`config.mk`:
```
export PLATFORM = sky130hd
export DESIGN_NAME = ode_explicit_stepper_unit
export DESIGN_NICKNAME = d
export VERILOG_FILES = /design/src/hdl/oes_pkg.sv /design/src/hdl/oes_div6.sv /design/src/hdl/oes_datapath.sv /design/src/hdl/oes_ctrl.sv /design/src/hdl/ode_explicit_stepper_unit.sv
export SDC_FILE = /design/constraint.sdc
export NUM_CORES = 2
export LEC_CHECK = 0
export ABC_AREA = 1
export BUFFER_PORTS_ARGS = -buffer_cell sky130_fd_sc_hd__buf_2
export CORE_AREA = 2 2 436 525
export DETAILED_ROUTE_END_ITERATION = 8
export DIE_AREA = 0 0 438 527
export PLACE_DENSITY = 0.45
export SLEW_MARGIN = 0
export SYNTH_ARGS = -nofsm -noshare
export SYNTH_HDL_FRONTEND = slang
export SYNTH_HIERARCHICAL = 1
export SYNTH_SLANG_ARGS = --single-unit
```
`constraint.sdc`:
```
create_clock -name clk -period 8.85 [get_ports clk]
set_clock_uncertainty 0.15 [all_clocks]
set_input_delay 1.3275 -clock clk [delete_from_list [all_inputs] [get_ports clk]]
set_output_delay 1.3275 -clock clk [all_outputs]
set_load 0.005 [all_outputs]
```
`src/hdl/oes_pkg.sv`:
```
package oes_pkg;

  // Field and register widths
  localparam int XW   = 32;
  localparam int HW   = 31;
  localparam int MW   = 2;
  localparam int IDXW = 2;
  localparam int IN_DW  = 64;
  localparam int OUT_DW = 72;

  // Fourth-order weighted sum: k1 + 2k2 + 2k3 + k4 fits in 35 signed bits
  localparam int ACCW = 35;

  // Divide-by-six unit: quotient bits produced per cycle and total width
  localparam int DIV_DIGITS = 8;
  localparam int DIVW       = 40;
  localparam int DIV_STEPS  = DIVW / DIV_DIGITS;
  localparam int DIV_CNTW   = $clog2(DIV_STEPS);
  localparam logic [3:0] DIV_BY = 4'd6;
  localparam logic [DIVW-1:0] DIV_BIAS = DIVW'(3);

  // Input item kinds
  localparam logic CMD_LOAD = 1'b0;
  localparam logic CMD_STEP = 1'b1;

  // Integration methods; code 3 runs as fourth-order Runge-Kutta
  localparam logic [MW-1:0] METH_EULER = 2'd0;
  localparam logic [MW-1:0] METH_HEUN  = 2'd1;
  localparam logic [MW-1:0] METH_RK4   = 2'd2;

  // Configuration register indexes
  localparam logic [IDXW-1:0] REG_STEP_SIZE = 2'd0;
  localparam logic [IDXW-1:0] REG_END_X     = 2'd1;
  localparam logic [IDXW-1:0] REG_METHOD    = 2'd2;

  // Configuration reset values
  localparam logic [HW-1:0]        STEP_SIZE_RST = 31'd6554;
  localparam logic signed [XW-1:0] END_X_RST     = 32'sd13107;
  localparam logic [MW-1:0]        METHOD_RST    = METH_EULER;

  typedef enum logic {XS_PLUS_HALF_H, XS_PLUS_H} xsel_t;
  typedef enum logic {YS_PLUS_HALF_K, YS_PLUS_K} ysel_t;
  typedef enum logic [1:0] {ACC_NONE, ACC_LOAD, ACC_ADD, ACC_ADD2} acc_op_t;

  // Controller to datapath command word
  typedef struct packed {
    logic    start;
    logic    load_xy;
    logic    deriv;
    logic    save_f1;
    logic    sum_f;
    logic    mul;
    logic    rnd;
    logic    rnd_half;
    logic    prep;
    xsel_t   prep_x;
    ysel_t   prep_y;
    acc_op_t acc_op;
    logic    div_load;
    logic    div_step;
    logic    q_sat;
    logic    commit;
    logic    out_load;
    logic    out_adv;
  } dp_cmd_t;

  // Saturated value with its overflow flag
  typedef struct packed {
    logic signed [XW-1:0] val;
    logic                 ovf;
  } sat_t;

  // Clamp a 33-bit sum to the 32-bit signed range.
  function automatic sat_t sat33(input logic signed [XW:0] v);
    sat_t r;
    r.ovf = v[XW] != v[XW-1];
    if (!r.ovf) begin
      r.val = v[XW-1:0];
    end else if (v[XW]) begin
      r.val = {1'b1, {(XW-1){1'b0}}};
    end else begin
      r.val = {1'b0, {(XW-1){1'b1}}};
    end
    return r;
  endfunction

  // Clamp a 64-bit value to the 32-bit signed range.
  function automatic sat_t sat64(input logic signed [63:0] v);
    sat_t r;
    r.ovf = (v[63:XW-1] != {(64-XW+1){1'b0}}) && (v[63:XW-1] != {(64-XW+1){1'b1}});
    if (!r.ovf) begin
      r.val = v[XW-1:0];
    end else if (v[63]) begin
      r.val = {1'b1, {(XW-1){1'b0}}};
    end else begin
      r.val = {1'b0, {(XW-1){1'b1}}};
    end
    return r;
  endfunction

endpackage

```
`src/hdl/oes_div6.sv`:
```
module oes_div6 (
  input  logic                    clk,
  input  logic                    div_load,
  input  logic                    div_step,
  input  logic [oes_pkg::DIVW-1:0] num,
  output logic [oes_pkg::DIVW-1:0] quot
);
  import oes_pkg::*;

  logic [DIVW-1:0] shift_r;
  logic [DIVW-1:0] shift_nxt;
  logic [2:0]      rem_r;
  logic [2:0]      rem_nxt;
  logic [3:0]      trial;

  // Restoring division by six, several quotient bits per cycle.
  // Dividend bits leave at the top while quotient bits enter at the bottom.
  always_comb begin
    rem_nxt   = rem_r;
    shift_nxt = shift_r;
    trial     = 4'd0;
    for (int i = 0; i < DIV_DIGITS; i++) begin
      trial     = {rem_nxt, shift_nxt[DIVW-1]};
      shift_nxt = {shift_nxt[DIVW-2:0], 1'b0};
      if (trial >= DIV_BY) begin
        trial        = trial - DIV_BY;
        shift_nxt[0] = 1'b1;
      end
      rem_nxt = trial[2:0];
    end
  end

  always_ff @(posedge clk) begin
    if (div_load) begin
      shift_r <= num;
      rem_r   <= 3'd0;
    end else if (div_step) begin
      shift_r <= shift_nxt;
      rem_r   <= rem_nxt;
    end
  end

  assign quot = shift_r;

endmodule

```
`src/hdl/oes_datapath.sv`:
```
module oes_datapath #(
  parameter int FRAC_BITS = 16
) (
  input  logic                              clk,
  input  logic                              rst_n,
  input  oes_pkg::dp_cmd_t                  cmd,
  input  logic signed [oes_pkg::XW-1:0]     start_x,
  input  logic signed [oes_pkg::XW-1:0]     start_y,
  input  logic [oes_pkg::HW-1:0]            step_size,
  input  logic signed [oes_pkg::XW-1:0]     end_x,
  output logic                              x_below_end,
  output logic [oes_pkg::OUT_DW-1:0]        out_data
);
  import oes_pkg::*;

  localparam logic signed [63:0] RND_FB  = 64'sd1 <<< (FRAC_BITS - 1);
  localparam logic signed [63:0] RND_FB1 = 64'sd1 <<< FRAC_BITS;
  localparam int OUT_PAD = OUT_DW - 2 * XW - 3;
  localparam int QPAD    = 64 - DIVW;

  // State and working registers
  logic signed [XW-1:0]   x_r, x_nxt;
  logic signed [XW-1:0]   y_r, y_nxt;
  logic                   sat_r, sat_nxt;
  logic signed [XW-1:0]   xe_r, ye_r;
  logic signed [XW-1:0]   f_r, f1_r;
  logic signed [63:0]     prod_r;
  logic signed [XW-1:0]   k_r;
  logic signed [ACCW-1:0] acc_r;
  logic                   neg_r;
  logic [OUT_DW-1:0]      out_data_r;

  // Combinational terms
  logic [XW-1:0]          hh_sum;
  logic [HW-1:0]          half_h;
  logic signed [XW-1:0]   h_s;
  sat_t                   xph, xphh, yphk, ypk, dv, sf, rv, qs;
  logic signed [XW:0]     k_p1;
  logic signed [XW:0]     half_k;
  logic signed [63:0]     prod;
  logic signed [63:0]     rq_fb, rq_fb1;
  logic signed [ACCW-1:0] k_ext;
  logic [ACCW-1:0]        acc_abs;
  logic [DIVW-1:0]        div_num;
  logic [DIVW-1:0]        div_quot;
  logic signed [63:0]     q_mag, q_val;
  sat_t                   xsel, ysel;

  // Step size and half step, both non-negative
  assign hh_sum = {1'b0, step_size} + XW'(1);
  assign half_h = hh_sum[XW-1:1];
  assign h_s    = {1'b0, step_size};

  // Evaluation points for the later derivative samples
  assign xph  = sat33({x_r[XW-1], x_r} + $signed({2'b00, step_size}));
  assign xphh = sat33({x_r[XW-1], x_r} + $signed({2'b00, half_h}));
  assign k_p1   = {k_r[XW-1], k_r} + (XW+1)'(1);
  assign half_k = k_p1 >>> 1;
  assign yphk = sat33({y_r[XW-1], y_r} + half_k);
  assign ypk  = sat33({y_r[XW-1], y_r} + {k_r[XW-1], k_r});
  assign xsel = (cmd.prep_x == XS_PLUS_H) ? xph : xphh;
  assign ysel = (cmd.prep_y == YS_PLUS_K) ? ypk : yphk;

  // Derivative x + y, and the Heun slope sum
  assign dv = sat33({xe_r[XW-1], xe_r} + {ye_r[XW-1], ye_r});
  assign sf = sat33({f1_r[XW-1], f1_r} + {f_r[XW-1], f_r});

  // Shared multiplier and its rounding back to fixed point
  assign prod   = h_s * f_r;
  assign rq_fb  = (prod_r + RND_FB) >>> FRAC_BITS;
  assign rq_fb1 = (prod_r + RND_FB1) >>> (FRAC_BITS + 1);
  assign rv     = cmd.rnd_half ? sat64(rq_fb1) : sat64(rq_fb);

  // Weighted slope sum and its division by six, rounded half away from zero
  assign k_ext   = ACCW'(k_r);
  assign acc_abs = acc_r[ACCW-1] ? ACCW'(-acc_r) : ACCW'(acc_r);
  assign div_num = {{(DIVW-ACCW){1'b0}}, acc_abs} + DIV_BIAS;

  oes_div6 u_div (
    .clk      (clk),
    .div_load (cmd.div_load),
    .div_step (cmd.div_step),
    .num      (div_num),
    .quot     (div_quot)
  );

  assign q_mag = {{QPAD{1'b0}}, div_quot};
  assign q_val = neg_r ? -q_mag : q_mag;
  assign qs    = sat64(q_val);

  // Next state of x, y and the clamp flag
  always_comb begin
    x_nxt   = x_r;
    y_nxt   = y_r;
    sat_nxt = sat_r;
    if (cmd.load_xy) begin
      x_nxt = start_x;
      y_nxt = start_y;
    end
    if (cmd.commit) begin
      x_nxt = xph.val;
      y_nxt = ypk.val;
    end
    if (cmd.start) begin
      sat_nxt = 1'b0;
    end else begin
      sat_nxt = sat_r
              | (cmd.deriv  & dv.ovf)
              | (cmd.sum_f  & sf.ovf)
              | (cmd.rnd    & rv.ovf)
              | (cmd.prep   & (xsel.ovf | ysel.ovf))
              | (cmd.q_sat  & qs.ovf)
              | (cmd.commit & (xph.ovf | ypk.ovf));
    end
  end

  always_ff @(posedge clk) begin
    if (!rst_n) begin
      x_r   <= '0;
      y_r   <= '0;
      sat_r <= 1'b0;
    end else begin
      x_r   <= x_nxt;
      y_r   <= y_nxt;
      sat_r <= sat_nxt;
    end
  end

  // Working registers of the update
  always_ff @(posedge clk) begin
    if (cmd.start) begin
      xe_r <= x_r;
      ye_r <= y_r;
    end else if (cmd.prep) begin
      xe_r <= xsel.val;
      ye_r <= ysel.val;
    end
    if (cmd.deriv) begin
      f_r <= dv.val;
    end else if (cmd.sum_f) begin
      f_r <= sf.val;
    end
    if (cmd.save_f1) begin
      f1_r <= dv.val;
    end
    if (cmd.mul) begin
      prod_r <= prod;
    end
    if (cmd.rnd) begin
      k_r <= rv.val;
    end else if (cmd.q_sat) begin
      k_r <= qs.val;
    end
    case (cmd.acc_op)
      ACC_LOAD: acc_r <= k_ext;
      ACC_ADD:  acc_r <= acc_r + k_ext;
      ACC_ADD2: acc_r <= acc_r + (k_ext <<< 1);
      default:  acc_r <= acc_r;
    endcase
    if (cmd.div_load) begin
      neg_r <= acc_r[ACCW-1];
    end
    if (cmd.out_load) begin
      out_data_r <= {{OUT_PAD{1'b0}}, cmd.out_adv & sat_r, ~x_below_end, cmd.out_adv,
                     x_r, y_r};
    end
  end

  assign x_below_end = x_r < end_x;
  assign out_data    = out_data_r;

endmodule

```
`src/hdl/oes_ctrl.sv`:
```
module oes_ctrl (
  input  logic                    clk,
  input  logic                    rst_n,
  input  logic                    in_tvalid,
  output logic                    in_tready,
  input  logic                    in_tuser,
  output logic                    out_tvalid,
  input  logic                    out_tready,
  input  logic [oes_pkg::MW-1:0]  method,
  input  logic                    x_below_end,
  output oes_pkg::dp_cmd_t        cmd
);
  import oes_pkg::*;

  typedef enum logic [3:0] {
    S_IDLE, S_DERIV, S_SUMF, S_MUL, S_RND, S_PREP, S_ACC,
    S_DIVLD, S_DIV, S_QSAT, S_COMMIT, S_FINISH
  } state_t;

  state_t              state_r, state_nxt;
  logic [1:0]          stage_r, stage_nxt;
  logic [DIV_CNTW-1:0] div_cnt_r, div_cnt_nxt;
  logic                adv_r, adv_nxt;
  logic                out_valid_r, out_valid_nxt;
  logic                is_euler, is_heun;

  assign is_euler = method == METH_EULER;
  assign is_heun  = method == METH_HEUN;

  // Sequencing of the update; stage_r counts derivative samples
  always_comb begin
    cmd           = '0;
    state_nxt     = state_r;
    stage_nxt     = stage_r;
    div_cnt_nxt   = div_cnt_r;
    adv_nxt       = adv_r;
    out_valid_nxt = out_valid_r & ~out_tready;
    in_tready     = state_r == S_IDLE;
    case (state_r)
      S_IDLE: begin
        if (in_tvalid) begin
          cmd.start = 1'b1;
          stage_nxt = 2'd0;
          if (in_tuser == CMD_LOAD) begin
            cmd.load_xy = 1'b1;
            adv_nxt     = 1'b0;
            state_nxt   = S_FINISH;
          end else if (x_below_end) begin
            adv_nxt   = 1'b1;
            state_nxt = S_DERIV;
          end else begin
            adv_nxt   = 1'b0;
            state_nxt = S_FINISH;
          end
        end
      end
      S_DERIV: begin
        cmd.deriv   = 1'b1;
        cmd.save_f1 = stage_r == 2'd0;
        state_nxt   = (is_heun && stage_r == 2'd1) ? S_SUMF : S_MUL;
      end
      S_SUMF: begin
        cmd.sum_f = 1'b1;
        state_nxt = S_MUL;
      end
      S_MUL: begin
        cmd.mul   = 1'b1;
        state_nxt = S_RND;
      end
      S_RND: begin
        cmd.rnd      = 1'b1;
        cmd.rnd_half = is_heun && stage_r == 2'd1;
        if (is_euler) begin
          state_nxt = S_COMMIT;
        end else if (is_heun) begin
          state_nxt = (stage_r == 2'd0) ? S_PREP : S_COMMIT;
        end else begin
          state_nxt = (stage_r == 2'd3) ? S_ACC : S_PREP;
        end
      end
      S_PREP: begin
        cmd.prep = 1'b1;
        if (is_heun) begin
          cmd.prep_x = XS_PLUS_H;
          cmd.prep_y = YS_PLUS_K;
        end else begin
          if (stage_r == 2'd2) begin
            cmd.prep_x = XS_PLUS_H;
            cmd.prep_y = YS_PLUS_K;
          end else begin
            cmd.prep_x = XS_PLUS_HALF_H;
            cmd.prep_y = YS_PLUS_HALF_K;
          end
          cmd.acc_op = (stage_r == 2'd0) ? ACC_LOAD : ACC_ADD2;
        end
        stage_nxt = stage_r + 2'd1;
        state_nxt = S_DERIV;
      end
      S_ACC: begin
        cmd.acc_op = ACC_ADD;
        state_nxt  = S_DIVLD;
      end
      S_DIVLD: begin
        cmd.div_load = 1'b1;
        div_cnt_nxt  = '0;
        state_nxt    = S_DIV;
      end
      S_DIV: begin
        cmd.div_step = 1'b1;
        if (div_cnt_r == DIV_CNTW'(DIV_STEPS - 1)) begin
          state_nxt = S_QSAT;
        end else begin
          div_cnt_nxt = div_cnt_r + DIV_CNTW'(1);
        end
      end
      S_QSAT: begin
        cmd.q_sat = 1'b1;
        state_nxt = S_COMMIT;
      end
      S_COMMIT: begin
        cmd.commit = 1'b1;
        state_nxt  = S_FINISH;
      end
      S_FINISH: begin
        // Wait only while an earlier result is still held in the output register
        if (!out_valid_r || out_tready) begin
          cmd.out_load  = 1'b1;
          out_valid_nxt = 1'b1;
          state_nxt     = S_IDLE;
        end
      end
      default: begin
        state_nxt = S_IDLE;
      end
    endcase
    cmd.out_adv = adv_r;
  end

  always_ff @(posedge clk) begin
    if (!rst_n) begin
      state_r     <= S_IDLE;
      stage_r     <= 2'd0;
      div_cnt_r   <= '0;
      adv_r       <= 1'b0;
      out_valid_r <= 1'b0;
    end else begin
      state_r     <= state_nxt;
      stage_r     <= stage_nxt;
      div_cnt_r   <= div_cnt_nxt;
      adv_r       <= adv_nxt;
      out_valid_r <= out_valid_nxt;
    end
  end

  assign out_tvalid = out_valid_r;

  // A pending result is never overwritten.
  assert property (@(posedge clk) disable iff (!rst_n)
    cmd.out_load |-> (!out_valid_r || out_tready))
    else $error("result register overwritten while still pending");

  // A load item goes straight to the result without an update.
  assert property (@(posedge clk) disable iff (!rst_n)
    (in_tvalid && in_tready && in_tuser == CMD_LOAD) |=> (state_r == S_FINISH && !adv_r))
    else $error("load item did not go straight to the result");

  // The divider step count stays within range while dividing.
  assert property (@(posedge clk) disable iff (!rst_n)
    (state_r == S_DIV) |-> (div_cnt_r < DIV_CNTW'(DIV_STEPS)))
    else $error("divider count out of range");

  // Update states are only reached for an item that advances.
  assert property (@(posedge clk) disable iff (!rst_n)
    (state_r == S_COMMIT || state_r == S_PREP || state_r == S_MUL) |-> adv_r)
    else $error("update running for an item that does not advance");

  // At most three evaluation points are prepared per step.
  assert property (@(posedge clk) disable iff (!rst_n)
    (state_r == S_PREP) |-> (stage_r != 2'd3))
    else $error("too many derivative samples");

endmodule

```
`src/hdl/ode_explicit_stepper_unit.sv`:
```
// Explicit ODE stepper for dy/dx = x + y, with x and y held in signed fixed point.
// Input channel in_*: in_tuser selects the item kind (load or step), in_tdata
// carries the start point used by a load. Each item gives exactly one result on
// out_*, holding the current y and x and the advanced, finished and clamp flags.
// A step applies one Euler, Heun or fourth-order Runge-Kutta update while x is
// below the end point, then advances x by the step size.
// Items are processed one at a time. The updates share a single multiplier,
// used once per derivative sample with a register on each side; a Runge-Kutta
// update also uses the divide-by-six unit, which produces eight quotient bits
// per cycle.
// The result sits in an output register; a new item is accepted while it waits.
// If the receiver stalls, the next result waits in the last state until the
// register frees. Synchronous reset clears x and y to zero, restores the
// configuration defaults and empties the output register. The user must write
// configuration through cfg_* only while the block is idle; the block itself
// does not enforce this.
module ode_explicit_stepper_unit #(
  parameter int FRAC_BITS = 16
) (
  input  logic                            clk,
  input  logic                            rst_n,
  // in_tdata: start_x [31:0], start_y [63:32]
  input  logic                            in_tvalid,
  output logic                            in_tready,
  input  logic [oes_pkg::IN_DW-1:0]       in_tdata,
  // in_tuser: command [0]
  input  logic                            in_tuser,
  // out_tdata: y_value [31:0], x_value [63:32], advanced [64], finished [65],
  //            saturated [66], zero [71:67]
  output logic                            out_tvalid,
  input  logic                            out_tready,
  output logic [oes_pkg::OUT_DW-1:0]      out_tdata,
  input  logic                            cfg_we,
  input  logic [oes_pkg::IDXW-1:0]        cfg_index,
  input  logic [oes_pkg::XW-1:0]          cfg_wdata
);
  import oes_pkg::*;

  logic [HW-1:0]        step_size_r;
  logic signed [XW-1:0] end_x_r;
  logic [MW-1:0]        method_r;
  dp_cmd_t              cmd;
  logic                 x_below_end;

  // Configuration registers
  always_ff @(posedge clk) begin
    if (!rst_n) begin
      step_size_r <= STEP_SIZE_RST;
      end_x_r     <= END_X_RST;
      method_r    <= METHOD_RST;
    end else if (cfg_we) begin
      case (cfg_index)
        REG_STEP_SIZE: step_size_r <= cfg_wdata[HW-1:0];
        REG_END_X:     end_x_r     <= cfg_wdata;
        REG_METHOD:    method_r    <= cfg_wdata[MW-1:0];
        default:       ;
      endcase
    end
  end

  oes_ctrl u_ctrl (
    .clk         (clk),
    .rst_n       (rst_n),
    .in_tvalid   (in_tvalid),
    .in_tready   (in_tready),
    .in_tuser    (in_tuser),
    .out_tvalid  (out_tvalid),
    .out_tready  (out_tready),
    .method      (method_r),
    .x_below_end (x_below_end),
    .cmd         (cmd)
  );

  oes_datapath #(
    .FRAC_BITS (FRAC_BITS)
  ) u_dp (
    .clk         (clk),
    .rst_n       (rst_n),
    .cmd         (cmd),
    .start_x     (in_tdata[XW-1:0]),
    .start_y     (in_tdata[2*XW-1:XW]),
    .step_size   (step_size_r),
    .end_x       (end_x_r),
    .x_below_end (x_below_end),
    .out_data    (out_tdata)
  );

endmodule

```
==> metrics <==
outcome=complete, no violations; FP Rows=~190; Starting Density=34.8%; # Max-Cap Violations=0; Port Buffers=172; TritonCTS Buffers=60; Final GP Congestion=0.978; Die Width=438 um; top cells by count, synth=nand2_1 (2,866), inv_1 (2,376), fa_1 (874); Met1 Wirelength=~140 mm; routed wl met3=approximately 14 mm; Final Hold Viols=0; post-DR vias/cell=roughly 5; TritonCTS clock tree=yes; Hold Buf Count CTS=0; core area=0.226 mm^2; crit path max fanout=20; share of layout cells above drive strength 1=5.99%; WL per Instance=roughly 24 um; Max Slew Vio Count=0; setup ws final=about 0.37 ns; DR vias=~72,000; count leader, synth=nand2_1; postcts setup bufs=0; top cells by area, synth=fa_1 (22%), nand2_1 (14%), edfxtp_1 (13%); gr ovfl total=0; worst path required time=about 9 ns; Clock Sinks=between 400 and 500; ys async rst share=0%; top sig layer=met5; post-route clock period utilization=about 96%; Die H=between 500 and 600 um; Routed WL=approximately 340 mm; final setup vio count=0; sequential area share after synthesis=17.1%; critical path endpoint category=register; Final Cell Area=roughly 0.086 mm^2; worst skew pair latency=approximately 0.70 ns; DRC=0; All-Layer GR Usage=between 20% and 30%; dpl ws=roughly 0.5 ns; Synth-to-Final Area Change=8.72%; CP Launch Type=register; routed wl met2=around 170 mm; synthesized area per cell=a little over 7 um^2; first-pass GRT wire length=roughly 500 mm; dominant cell type by area after synthesis=fa_1; DRT iter0 DRCs=between 4,000 and 5,000; Final Critical Period=8.48 ns; Worst-path clk slew=0.07 ns; vias in the first global route=between 70,000 and 80,000; io pins=178; gate count after technology mapping=around 11,000; post-CTS resize count=0; First-pass DRT Iterations=8; Yosys reg bits=496; largest net degree at the start of global routing=67; EDFF count, synth=between 300 and 400; Clock Path Buffers=3; initial antenna violation count=11; Die Area=0.231 mm^2; Final #Nets=12,700; YS warnings=6; post-synth top area share=approximately 22%; unique cell type count in the Yosys netlist=63; ANT nets after route=0; Clock Tree Root=clkbuf_16; Setup TNS Final=0 ns; Fmax=roughly 0.12 GHz; critical path type=reg -> reg; Main synth FF type=edfxtp_1; worst hold slack=approximately 0.32 ns; RSZ-0062 raised after global routing=false; relative slew slack=between 15 and 20%; CTS H-tree lvls=2; worst-margin pin slew=1.23 ns; dpl hpwl=284 mm; synthesized cell area=between 0.07 and 0.08 mm^2; Placed Area=0.0835 mm^2; critical path arrival=between 8 and 9 ns; Hold WC Path Type=reg -> reg
## cells in the final DEF (no fill, tap or decap), types with 38 or more instances in the layout
cell type  netlist  routed
a21oi_1        625     623
nor4_1          38      38
xnor2_1        126     126
clkbuf_16        0      61
ha_1           595     595
dfxtp_1        144     114
nor3_1          67      66
xor2_1         259     259
nand3_1        388     387
nor2_1         863     857
a31oi_1         60      60
o21a_1          39      39
o21ai_1         52      53
buf_2           21     171
nand2_1       2866    2866
a21o_1          42      42
o21ai_0        445     444
o211ai_1        50      50
fa_1           874     874
inv_1         2376    2375
edfxtp_1       352     352
nand4_1        106     106
buf_4           18     195
## final cells by class
type                            count  area (um^2)
Clock inverter                     38          445
Tap cell                         3007         3760
Inverter                         2401         9010
Sequential cell                   496        13500
Antenna cell                        4         10.0
Multi-Input combinational cell   7777        54700
Clock buffer                       75         1610
Fill cell                       24500       141000
Timing Repair Buffer              373         2460
## registers in the layout, indices dropped and copies added (netlist names), 2 cells and up
signal,flops
u_ctrl/div_cnt_r,3
u_dp/k_r,32
step_size_r,31
u_ctrl/stage_r,2
u_dp/xe_r,32
u_ctrl/state_r,4
u_dp/prod_r,49
u_dp/acc_r,35
u_dp/x_r,32
end_x_r,32
u_dp/out_data,67
u_dp/y_r,32
u_dp/f1_r,32
u_dp/ye_r,32
u_dp/u_div/rem_r,3
u_dp/u_div/quot,40
u_dp/f_r,32
method_r,2
## final timing paths
| kind | depth (start not counted) | end | slack, ns | startpoint |
|---|---|---|---|---|
| worst max-delay path | 25 | u_dp/prod_r[42]$_DFFE_PP_ | 0.37 | u_dp/f_r[10]$_DFFE_PP_ |
| worst min-delay path | 2 | end_x_r[9]$_SDFFE_PN1P_ | 0.32 | end_x_r[9]$_SDFFE_PN1P_ |
| worst max register to register | 25 | u_dp/prod_r[42]$_DFFE_PP_ | 0.37 | u_dp/f_r[10]$_DFFE_PP_ |
| worst min register to register | 2 | end_x_r[9]$_SDFFE_PN1P_ | 0.32 | end_x_r[9]$_SDFFE_PN1P_ |
## routing by layer
layer | up-vias | GRT usage [%]
li1 | 34100 | -
met1 | 35600 | 34.2
met2 | 2035 | 53.2
met3 | 554 | 2.30
met4 | 8 | 13.9
met5 | - | 0
## worst max-delay path, stage by stage (launching register included)
cell and delay (ns):
edfxtp_1 0.87, buf_12 0.26, nand2_1 0.07, inv_1 0.10
fa_1 0.41, fa_1 0.52, inv_1 0.07, fa_1 0.46
fa_1 0.54, inv_1 0.06, fa_1 0.47, fa_1 0.48
fa_1 0.51, inv_1 0.05, fa_1 0.67, inv_1 0.08
ha_1 0.49, nand2_1 0.14, nor2_1 0.20, inv_1 0.10
nor2_1 0.16, inv_1 0.07, nor2_1 0.24, nand4_1 0.15
o21ai_0 0.58, xor2_1 0.20
## kinds of logic after synthesis
group                      Yosys count  share of synthesized area, %
DFF                                496                          17.1
xor gates and xnor gates           387                          4.33
buffers and inverters             2779                          13.5
and+or+nand+nor                   4482                          23.3
AOI/OAI and AO/OA                 1429                          10.1
adders and majority gates         1469                          31.7
other                                1                       0.00477
## metrics by stage
stage	std cells	util, %
floorplan	11100	-
global placement	14100	36.9
detailed placement	14100	36.9
CTS	14200	37.8
global route	14200	37.8
finish	14200	37.8
Power is not shown: default switching activity piles up to over one toggle a cycle in this logic, so the estimate is an artifact.
